**src/rtl/mste_pkg.sv**
```systemverilog
// Shared types and constants of the metasprite table engine.
package mste_pkg;

    localparam int NUM_CELLS    = 16;
    localparam int SPR_PER_SLOT = 4;
    localparam int HALF_SIZE    = 8;
    localparam int HIT_BIAS     = 16;
    localparam int HIT_RANGE    = 32;
    localparam int SLOT_W       = 5;
    localparam int INDEX_W      = 6;
    localparam int CMD_W        = 3;
    localparam int BYTE_W       = 8;
    localparam int TDATA_W      = 40;

    localparam logic [BYTE_W-1:0] OFFSCREEN_RESET = 8'd240;
    localparam logic [BYTE_W-1:0] ANIM_MASK       = 8'h04;

    localparam logic [CMD_W-1:0] CMD_APPEND  = 3'd0;
    localparam logic [CMD_W-1:0] CMD_REMOVE  = 3'd1;
    localparam logic [CMD_W-1:0] CMD_SETTILE = 3'd2;
    localparam logic [CMD_W-1:0] CMD_ANIMATE = 3'd3;
    localparam logic [CMD_W-1:0] CMD_MOVE    = 3'd4;
    localparam logic [CMD_W-1:0] CMD_HIT     = 3'd5;
    localparam logic [CMD_W-1:0] CMD_READ    = 3'd6;

    // Command token walking down the cell row, with its result so far.
    typedef struct packed {
        logic               valid;
        logic [CMD_W-1:0]   cmd;
        logic [INDEX_W-1:0] index;
        logic [BYTE_W-1:0]  pos_x;
        logic [BYTE_W-1:0]  pos_y;
        logic [BYTE_W-1:0]  tile_number;
        logic [BYTE_W-1:0]  attribute;
        logic               done;
        logic [SLOT_W-1:0]  slot;
        logic               hit;
        logic [BYTE_W-1:0]  sprite_y;
        logic [BYTE_W-1:0]  sprite_tile;
        logic [BYTE_W-1:0]  sprite_attr;
        logic [BYTE_W-1:0]  sprite_x;
    } mste_tok_t;

endpackage

```
**src/rtl/mste_cell.sv**
```systemverilog
// One slot cell: holds the four sprites of a metasprite slot and passes the token on.
module mste_cell
    import mste_pkg::*;
(
    input  logic                 clk,
    input  logic                 rst_n,
    input  logic [3:0]           cell_id,
    input  logic                 slot_en,
    input  logic [BYTE_W-1:0]    offscreen,
    input  mste_tok_t            tok_in,
    output mste_tok_t            tok_out
);

    logic [BYTE_W-1:0] y_reg    [SPR_PER_SLOT];
    logic [BYTE_W-1:0] tile_reg [SPR_PER_SLOT];
    logic [BYTE_W-1:0] attr_reg [SPR_PER_SLOT];
    logic [BYTE_W-1:0] x_reg    [SPR_PER_SLOT];
    logic [BYTE_W-1:0] y_next    [SPR_PER_SLOT];
    logic [BYTE_W-1:0] tile_next [SPR_PER_SLOT];
    logic [BYTE_W-1:0] attr_next [SPR_PER_SLOT];
    logic [BYTE_W-1:0] x_next    [SPR_PER_SLOT];
    mste_tok_t         tok_reg;
    mste_tok_t         tok_next;

    logic [1:0]        sel;
    logic [BYTE_W-1:0] dy;
    logic [BYTE_W-1:0] dx;
    logic [BYTE_W-1:0] pl_x;
    logic [BYTE_W-1:0] pl_y;
    logic              slot_match;
    logic              spr_match;
    logic              do_place;
    logic              do_tiles;
    logic              do_anim;

    assign sel        = tok_in.index[5:4];
    assign slot_match = slot_en && (tok_in.index == {2'b00, cell_id});
    assign spr_match  = tok_in.index[3:0] == cell_id;
    assign dy         = tok_in.pos_y + BYTE_W'(HIT_BIAS) - y_reg[sel];
    assign dx         = tok_in.pos_x + BYTE_W'(HIT_BIAS) - x_reg[sel];

    always_comb
    begin
        tok_next  = tok_in;
        y_next    = y_reg;
        tile_next = tile_reg;
        attr_next = attr_reg;
        x_next    = x_reg;
        do_place  = 1'b0;
        do_tiles  = 1'b0;
        do_anim   = 1'b0;
        pl_x      = tok_in.pos_x;
        pl_y      = tok_in.pos_y;
        if (tok_in.valid)
        begin
            case (tok_in.cmd)
                CMD_APPEND:
                begin
                    if (!tok_in.done && slot_en && y_reg[0] == offscreen)
                    begin
                        do_place      = 1'b1;
                        do_tiles      = 1'b1;
                        tok_next.done = 1'b1;
                        tok_next.slot = {1'b0, cell_id};
                    end
                end
                CMD_REMOVE:
                begin
                    do_place = slot_match;
                    pl_x     = offscreen;
                    pl_y     = offscreen;
                end
                CMD_SETTILE: do_tiles = slot_match;
                CMD_ANIMATE: do_anim  = slot_match;
                CMD_MOVE:    do_place = slot_match;
                CMD_HIT:
                begin
                    if (spr_match)
                        tok_next.hit = (dy < BYTE_W'(HIT_RANGE)) && (dx < BYTE_W'(HIT_RANGE));
                end
                CMD_READ:
                begin
                    if (spr_match)
                    begin
                        tok_next.sprite_y    = y_reg[sel];
                        tok_next.sprite_tile = tile_reg[sel];
                        tok_next.sprite_attr = attr_reg[sel];
                        tok_next.sprite_x    = x_reg[sel];
                    end
                end
                default: ;
            endcase
        end
        for (int k = 0; k < SPR_PER_SLOT; k++)
        begin
            if (do_place)
            begin
                y_next[k] = (k >= 2) ? pl_y + BYTE_W'(HALF_SIZE) : pl_y;
                x_next[k] = (k % 2 == 1) ? pl_x + BYTE_W'(HALF_SIZE) : pl_x;
            end
            if (do_tiles)
            begin
                tile_next[k] = tok_in.tile_number + BYTE_W'(k);
                attr_next[k] = tok_in.attribute;
            end
            if (do_anim)
                tile_next[k] = tile_reg[k] ^ ANIM_MASK;
        end
    end

    always_ff @(posedge clk or negedge rst_n)
    begin
        if (!rst_n)
        begin
            tok_reg <= '0;
            for (int k = 0; k < SPR_PER_SLOT; k++)
            begin
                y_reg[k]    <= (k >= 2) ? OFFSCREEN_RESET + BYTE_W'(HALF_SIZE)
                                        : OFFSCREEN_RESET;
                x_reg[k]    <= (k % 2 == 1) ? OFFSCREEN_RESET + BYTE_W'(HALF_SIZE)
                                            : OFFSCREEN_RESET;
                tile_reg[k] <= '0;
                attr_reg[k] <= '0;
            end
        end
        else
        begin
            tok_reg  <= tok_next;
            y_reg    <= y_next;
            tile_reg <= tile_next;
            attr_reg <= attr_next;
            x_reg    <= x_next;
        end
    end

    assign tok_out = tok_reg;

endmodule

```
**src/rtl/metasprite_table_engine_top.sv**
```systemverilog
// Top level of the metasprite table engine: cell row, result holding and output register.
//
//  channel  | dir | handshake               | payload
//  s_axis   | in  | s_axis_tvalid/tready    | tuser: cmd; tdata: index,pos_x,pos_y,tile,attr
//  m_axis   | out | m_axis_tvalid/tready    | tdata: slot,hit,sprite_y,tile,attr,sprite_x
//  cfg      | in  | cfg_valid/cfg_ready     | cfg_data: offscreen_value
//
// A command walks the row of 16 slot cells, one cell per cycle; its result then
// passes the holding register and the output register, and the next command is
// taken only once the previous result has left the holding register.
// Reset puts every sprite offscreen at once; no clearing pass.
// An output stall does not hold the row; a second result waits only if the
// first is still in the output register.
module metasprite_table_engine_top
    import mste_pkg::*;
#(
    parameter int NUM_SLOTS = 16
)
(
    input  logic               clk,
    input  logic               rst_n,
    input  logic               s_axis_tvalid,
    output logic               s_axis_tready,
    input  logic [TDATA_W-1:0] s_axis_tdata,  // index[5:0], pos_x, pos_y, tile_number, attribute
    input  logic [CMD_W-1:0]   s_axis_tuser,  // cmd
    output logic               m_axis_tvalid,
    input  logic               m_axis_tready,
    output logic [TDATA_W-1:0] m_axis_tdata,  // slot[4:0], hit, sprite_y, tile, attr, sprite_x
    input  logic               cfg_valid,
    output logic               cfg_ready,
    input  logic [BYTE_W-1:0]  cfg_data
);

    mste_tok_t         chain [NUM_CELLS+1];
    mste_tok_t         head_tok;
    mste_tok_t         pend_reg;
    logic              pend_valid_reg;
    logic              busy_reg;
    logic              out_valid_reg;
    logic [TDATA_W-1:0] out_data_reg;
    logic [BYTE_W-1:0] offscreen_reg;
    logic              in_xfer;
    logic              pend_to_out;

    assign s_axis_tready = !busy_reg && !pend_valid_reg;
    assign in_xfer       = s_axis_tvalid && s_axis_tready;
    assign cfg_ready     = 1'b1;
    assign pend_to_out   = pend_valid_reg && (!out_valid_reg || m_axis_tready);

    always_comb
    begin
        head_tok             = '0;
        head_tok.valid       = in_xfer;
        head_tok.cmd         = s_axis_tuser;
        head_tok.index       = s_axis_tdata[5:0];
        head_tok.pos_x       = s_axis_tdata[13:6];
        head_tok.pos_y       = s_axis_tdata[21:14];
        head_tok.tile_number = s_axis_tdata[29:22];
        head_tok.attribute   = s_axis_tdata[37:30];
        head_tok.slot        = (s_axis_tuser == CMD_APPEND) ? SLOT_W'(NUM_SLOTS) : '0;
    end

    assign chain[0] = head_tok;

    for (genvar s = 0; s < NUM_CELLS; s++)
    begin : g_cell
        mste_cell u_cell (
            .clk       (clk),
            .rst_n     (rst_n),
            .cell_id   (4'(s)),
            .slot_en   (s < NUM_SLOTS),
            .offscreen (offscreen_reg),
            .tok_in    (chain[s]),
            .tok_out   (chain[s+1])
        );
    end

    always_ff @(posedge clk or negedge rst_n)
    begin
        if (!rst_n)
        begin
            offscreen_reg  <= OFFSCREEN_RESET;
            busy_reg       <= 1'b0;
            pend_valid_reg <= 1'b0;
            out_valid_reg  <= 1'b0;
        end
        else
        begin
            if (cfg_valid && cfg_ready)
                offscreen_reg <= cfg_data;
            if (in_xfer)
                busy_reg <= 1'b1;
            else if (chain[NUM_CELLS].valid)
                busy_reg <= 1'b0;
            if (chain[NUM_CELLS].valid)
                pend_valid_reg <= 1'b1;
            else if (pend_to_out)
                pend_valid_reg <= 1'b0;
            if (pend_to_out)
                out_valid_reg <= 1'b1;
            else if (m_axis_tready)
                out_valid_reg <= 1'b0;
        end
    end

    always_ff @(posedge clk)
    begin
        if (chain[NUM_CELLS].valid)
            pend_reg <= chain[NUM_CELLS];
        if (pend_to_out)
            out_data_reg <= {2'b00, pend_reg.sprite_x, pend_reg.sprite_attr,
                             pend_reg.sprite_tile, pend_reg.sprite_y, pend_reg.hit,
                             pend_reg.slot};
    end

    assign m_axis_tvalid = out_valid_reg;
    assign m_axis_tdata  = out_data_reg;

endmodule

```
**config.mk**
```make
export PLATFORM = sky130hd
export DESIGN_NAME = metasprite_table_engine_top
export DESIGN_NICKNAME = d
export VERILOG_FILES = /design/src/rtl/mste_pkg.sv /design/src/rtl/mste_cell.sv /design/src/rtl/metasprite_table_engine_top.sv
export SDC_FILE = /design/constraint.sdc
export NUM_CORES = 2
export LEC_CHECK = 0
export BUFFER_PORTS_ARGS = -buffer_cell sky130_fd_sc_hd__buf_2
export CAP_MARGIN = 30
export CORE_MARGIN = 3
export CORE_UTILIZATION = 25
export DETAILED_ROUTE_END_ITERATION = 16
export PLACE_DENSITY_LB_ADDON = 0.25
export SETUP_SLACK_MARGIN = 0.4
export SLEW_MARGIN = 20
export SYNTH_ARGS = -nofsm -noshare
export SYNTH_HDL_FRONTEND = slang
export SYNTH_SLANG_ARGS = --single-unit
export TNS_END_PERCENT = 100
```
**constraint.sdc**
```tcl
create_clock -name clk -period 8.6 [get_ports clk]
set_clock_uncertainty 0.2 [all_clocks]
set_input_delay 1.72 -clock clk [delete_from_list [all_inputs] [get_ports clk]]
set_output_delay 1.72 -clock clk [all_outputs]
set_load 0.005 [all_outputs]
```
# Word level (Yosys, flattened, before mapping)
# Index checks and enable logic that the tools add are counted.
[totals] ff_bits=2493 inputBits=56 output_inout_bits=43 wordCells=1603
[op_classes] add_sub_neg=144 magnitude_cmp=48 eq_ne=142 muxes=615 bitwise=96 reduce_logical=122
[ops] cell="2-to-1 mux 8 bit" count=192
[ops] cell="binary-select mux 8 bit (select 2 bit)" count=64
[ops] cell="2-to-1 mux 32 bit" count=32
[ops] cell="2-to-1 mux 39 bit" count=15
[ops] cell="2-to-1 mux 3 bit" count=128
[ops] cell="adder 8 x 2 -> 8 bit, second input constant" count=32
[ops] cell="adder 8 x 4 -> 8 bit, second input constant" count=32
[ops] cell="adder 8 x 5 -> 8 bit, second input constant" count=32
[ops] cell="< comparator 8 x 6 -> 1 bit, second input constant" count=32
[ops] cell="subtractor 8 bit" count=32
[ops] cell="2-to-1 mux 6 bit" count=30
[ops] cell="equality test 3 bit, second input constant" count=48
[ops] cell="adder 8 x 1 -> 8 bit, second input constant" count=16
[ops] cell="equality test 8 bit" count=16
[ops] cell="2-to-1 mux 1 bit" count=118
[ops] cell="equality test 3 x 2 -> 1 bit, second input constant" count=32
[ops] cell="inverter 1 bit" count=80
[ops] cell="one-hot mux 1 bit (2 select lines)" count=32
[ops] cell="equality test 3 x 1 -> 1 bit, second input constant" count=16
[ops] cell="equality test 6 x 4 -> 1 bit, second input constant" count=8
[ops] cell="greater-or-equal comparator 3 bit, second input constant" count=16
[ops] cell="zero test 3 bit" count=16
[ops] cell="inverter 2 -> 3 bit" count=16
[ops] cell="2-to-1 mux 38 bit" count=1
[ops] cell="16 further kinds" count=131

# Longest topological paths before layout
[depth] depth_word=10 mapped_depth=12 depth_no_buf=10

# Modules after synthesis
# A second synthesis with hierarchy kept.
[unflattened] cells_unflattened=8705 area_unflattened_um2=106921.3
[by_module_without_submodules] module="mste_cell at g_cell[0].u_cell ..." instances=12 cells_per_inst=537 area_each_um2=6520.0 seq_area_each_um2=3651.0
[by_module_without_submodules] module="mste_cell at g_cell[7].u_cell" instances=1 cells_per_inst=547 area_each_um2=6545.0 seq_area_each_um2=3651.0
[by_module_without_submodules] module="mste_cell at g_cell[8].u_cell" instances=1 cells_per_inst=545 area_each_um2=6532.5 seq_area_each_um2=3651.0
[by_module_without_submodules] module="mste_cell at g_cell[9].u_cell" instances=1 cells_per_inst=528 area_each_um2=6414.9 seq_area_each_um2=3651.0
[by_module_without_submodules] module="mste_cell at g_cell[4].u_cell" instances=1 cells_per_inst=530 area_each_um2=6407.4 seq_area_each_um2=3651.0
[by_module_without_submodules] module="metasprite_table_engine_top" instances=1 cells_per_inst=111 area_each_um2=2781.4 seq_area_each_um2=2562.5

# Worst setup path after synthesis
# OpenSTA, ideal clock, no wires.
[synth_path] kind="in2reg" from="input port s_axis_tdata[4]" to="register g_cell[0].u_cell.tok_reg (netlist bit g_cell[0].u_cell.tok_out[32])" setup_ns=0.125 t_arrival_ns=4.303 t_required_ns=8.275 slack_ns=3.971 path_stages=11 path_buffers=2 path_cell_list="clkbuf_1 -> clkbuf_1 -> mux2_2 -> ha_1 -> inv_1 -> ha_1 -> a21oi_1 -> o21a_1 -> nor3b_1 -> o2111ai_1 -> a2111oi_0"
[synth_rtl] element="from (decl)" line_no="metasprite_table_engine_top.sv:24" source="input logic [TDATA_W-1:0] s_axis_tdata,"
[synth_rtl] element="to (signal assigned)" line_no="mste_cell.sv:128" source="tok_reg <= tok_next;"
[synth_rtl] element="to (decl)" line_no="mste_cell.sv:22" source="mste_tok_t tok_reg;"

# Final worst setup path
[layout_path] from="register offscreen_reg[6]" to="register g_cell[1].u_cell.attr_reg[28] (netlist name)"
[layout_via] elab_chain_len=5
[layout_lines] element="from (decl)" line_no="metasprite_table_engine_top.sv:41" source="logic [BYTE_W-1:0] offscreen_reg;"
[layout_lines] element="from (signal assigned)" line_no="metasprite_table_engine_top.sv:90" source="offscreen_reg <= cfg_data;"
[layout_lines] element="equality test 8 bit" line_no="mste_cell.sv:59" source="if (!tok_in.done && slot_en && y_reg[0] == offscreen)"
[layout_lines] element="logical AND 1 bit" line_no="mste_cell.sv:59"
[layout_lines] element="2-to-1 mux 1 bit" line_no="mste_cell.sv:59"
[layout_lines] element="one-hot mux 1 bit (2 select lines)" line_no="mste_cell.sv:56" source="case (tok_in.cmd)"
[layout_lines] element="2-to-1 mux 1 bit" line_no="mste_cell.sv:54" source="if (tok_in.valid)"
[layout_lines] element="to (signal assigned)" line_no="mste_cell.sv:131" source="attr_reg <= attr_next;"
[layout_lines] element="to (decl)" line_no="mste_cell.sv:16" source="logic [BYTE_W-1:0] attr_reg [SPR_PER_SLOT];"
# No other way between the ends.
# A chain may end at the register's enable or synchronous reset.

==> metrics <==
fin crit share 49.2%; largest family of logic cells by synthesized area multiplexers; Final Worst Setup Slack 4.37 ns; H-tree levels 4; vias in the first global route between 60,000 and 70,000; Compound-Gate Fraction of Synth Area ~7.1%; drt drc 0; HPWL after detailed placement roughly 190 mm; Worst EP arrival roughly 4.8 ns; Critical Path End Type register; hold buffer count at cts 0; commonest non-fill, non-tap cell in the layout dfrtp_1; Tmin final approximately 4.2 ns; Chip Height 648 um; drt wl/cell roughly 18 um; Mapped Area between 100,000 and 150,000 sq um; Post-DRT Antenna Nets 0; worst slew pin tran between 1 and 1.5 ns; Clock transition at path regs 0.06 ns; slowest CP cell dfstp_2; worst skew pair latency around 0.87 ns; ys async rst share 96.8%; Pre-antenna DRT Iters 6; initial core utilization 25.1%; core area ~410,000 sq um; Critical Path Fanout Max 36; WS Path Type reg -> reg; max-capacitance violation count 0; Via Count around 62,000; delay-heaviest family, CP flip-flops; fmax 237 MHz; HP Start g_cell[12].u_cell.tok_out[72]; # port buffers 93; Hold WS between 0.15 and 0.2 ns; Seq/Total Area, Yosys 57.8%; share of layout cells above drive strength 1 between 20 and 25%; total chip power 0.0254 W; final hold vios 0; ys flop type dfrtp_1; PD cells about 210 nW/um^2; Synth cell types 85; Synth Area in Simple Gates under 10%; fillers about 42,000; Hold Crit Class reg -> reg; Slew HR a little under a quarter; Final Util between 20 and 30%; Setup-failing EPs final 0; setup bufs post-CTS 0; most frequent cells in the layout dfrtp_1 (1,977), nand2_1 (788), mux2_2 (707); Required @ worst endpoint slightly above 9 ns; unrepaired setup endpoints after global routing false; first-pass GRT wire length about 410 mm; VDD IR-drop max 174 uV; total grt overflow 0; die width 648 um; vias per inst 4.40; Yosys Warn Count 0; mux cell area share after synthesis between 10% and 20%; origin of the critical flop-to-flop path offscreen_reg[6]; Critical path buffers and inverters 2; initial antenna violation count 12; crit-path cells buf_4 > xor2_1 > nor4_1 > nand4b_1 > a21o_2 > buf_12 > mux2_2; setup_tns 0 ns; Final nets between 9,000 and 10,000; RD Place Congestion about 0.83; post-synthesis register bit count 2,350; cell count after synthesis about 8,500; DR iter-0 viols between 3,000 and 4,000; Synth Area per Inst about 12 sq um; CTS tree yes; Setup crit start offscreen_reg[6]; delay of the slowest cell on the worst path about 1.1 ns; Core Rows between 200 and 250; xor/xnor share of the synthesized area between 5 and 6%; status completed; Leak 53.2 nW; Slew Limit Fails 0; Worst setup SP type register; Overall Global Routing Usage 12.3%; max reg flops 1,239; Synth Area in Adders under 10%; Post-synth EDFFs 76; largest net degree at the start of global routing ~150; deepest clock path buffer count 4; drt total wl between 200 and 300 mm; synth-to-layout area growth 15.0%; CTS root buffer clkbuf_16; TritonCTS Buffers around 240; I/O pin cnt 99; TritonCTS Sinks around 2,400; Resize count post-CTS 0; Post-Place Worst Slack around 3.7 ns; die footprint around 420,000 sq um
## worst register-to-register path, stage by stage (launching register included)
cell	delay (ns)
dfstp_2	1.07
buf_4	0.59
xor2_1	0.17
nor4_1	0.79
nand4b_1	0.29
a21o_2	0.42
buf_12	0.25
mux2_2	0.32
## per-layer routing
layer  vias up  routed length, um  GRT usage [%]  part of all wire [%]
li1      29300                  -              -                     -
met1     31800             121000           16.8                    47
met2       926             123000           20.6                    48
met3       390               8480           1.65                   3.3
met4         4               6640           3.17                   2.6
met5         -                 27              0                 0.010
## area by class of cell
type	instances	area [sq um]	area share [%]
Clock buffer	334	6930	5.85
Sequential cell	2350	59600	50.3
Clock inverter	106	1520	1.28
Timing Repair Buffer	235	1880	1.58
Multi-Input combinational cell	5394	40600	34.2
Antenna cell	3	7.51	0.00634
Inverter	321	1200	1.02
Tap cell	5451	6820	5.76
## power breakdown
part           total [W]  switching [W]  leakage [nW]  internal, W
registers         0.0121       0.000469          29.9       0.0116
logic            0.00212        0.00128          19.1     0.000838
clock network     0.0112        0.00448          4.18      0.00671
total             0.0254        0.00623          53.2       0.0192
## Yosys cell counts, types with 67 or more instances
cell         n  area, sq um
dfrtp_1   1982        49600
o21ai_0    441         2210
mux2i_1    167         1670
and2_1     138          863
xor2_1     237         2080
a21oi_1    523         2620
xnor2_1    361         3160
nand3_1    122          611
nand2_1    788         2960
edfxtp_1    76         2280
ha_1       448         5610
nand4_1     71          444
clkbuf_1   260          976
buf_2       92          460
inv_1      321         1200
mux2_2     707         7960
dfstp_2    292         7670
nor3_1      86          430
nor2b_1     67          419
mux4_2     112         2520
nor2_1     503         1890
## per-stage QoR
| stage | std cells | instance area (sq um) |
|---|---|---|
| global placement | 13700 | 110000 |
| CTS | 14200 | 118000 |
| floorplan | 8495 | 103000 |
| finish | 14200 | 118000 |
| detailed placement | 13700 | 110000 |
| global route | 14200 | 118000 |
## worst paths after layout
check                                           endpoint  slack (ns)  depth (start not counted)
min in group asynchronous   g_cell[14].u_cell.tok_out[5]        0.51                          1
max reg2reg                g_cell[1].u_cell.attr_reg[28]        4.37                          7
min                        g_cell[13].u_cell.tok_out[72]        0.15                          0
max in group asynchronous   g_cell[1].u_cell.tok_out[32]        5.47                          3
min reg2reg                g_cell[13].u_cell.tok_out[72]        0.15                          0
max                        g_cell[1].u_cell.attr_reg[28]        4.37                          7
## kinds of logic (layout without fill, tap and decap cells)
logic type,after synthesis,in the layout
simple gates,2054,2054
compound gates,1278,1278
xor+xnor,599,599
flops,2350,2350
other cells,2,6
fa+ha+maj,448,448
buf+inv,751,996
mux,1012,1012
Power figures use the tool's default switching activity.
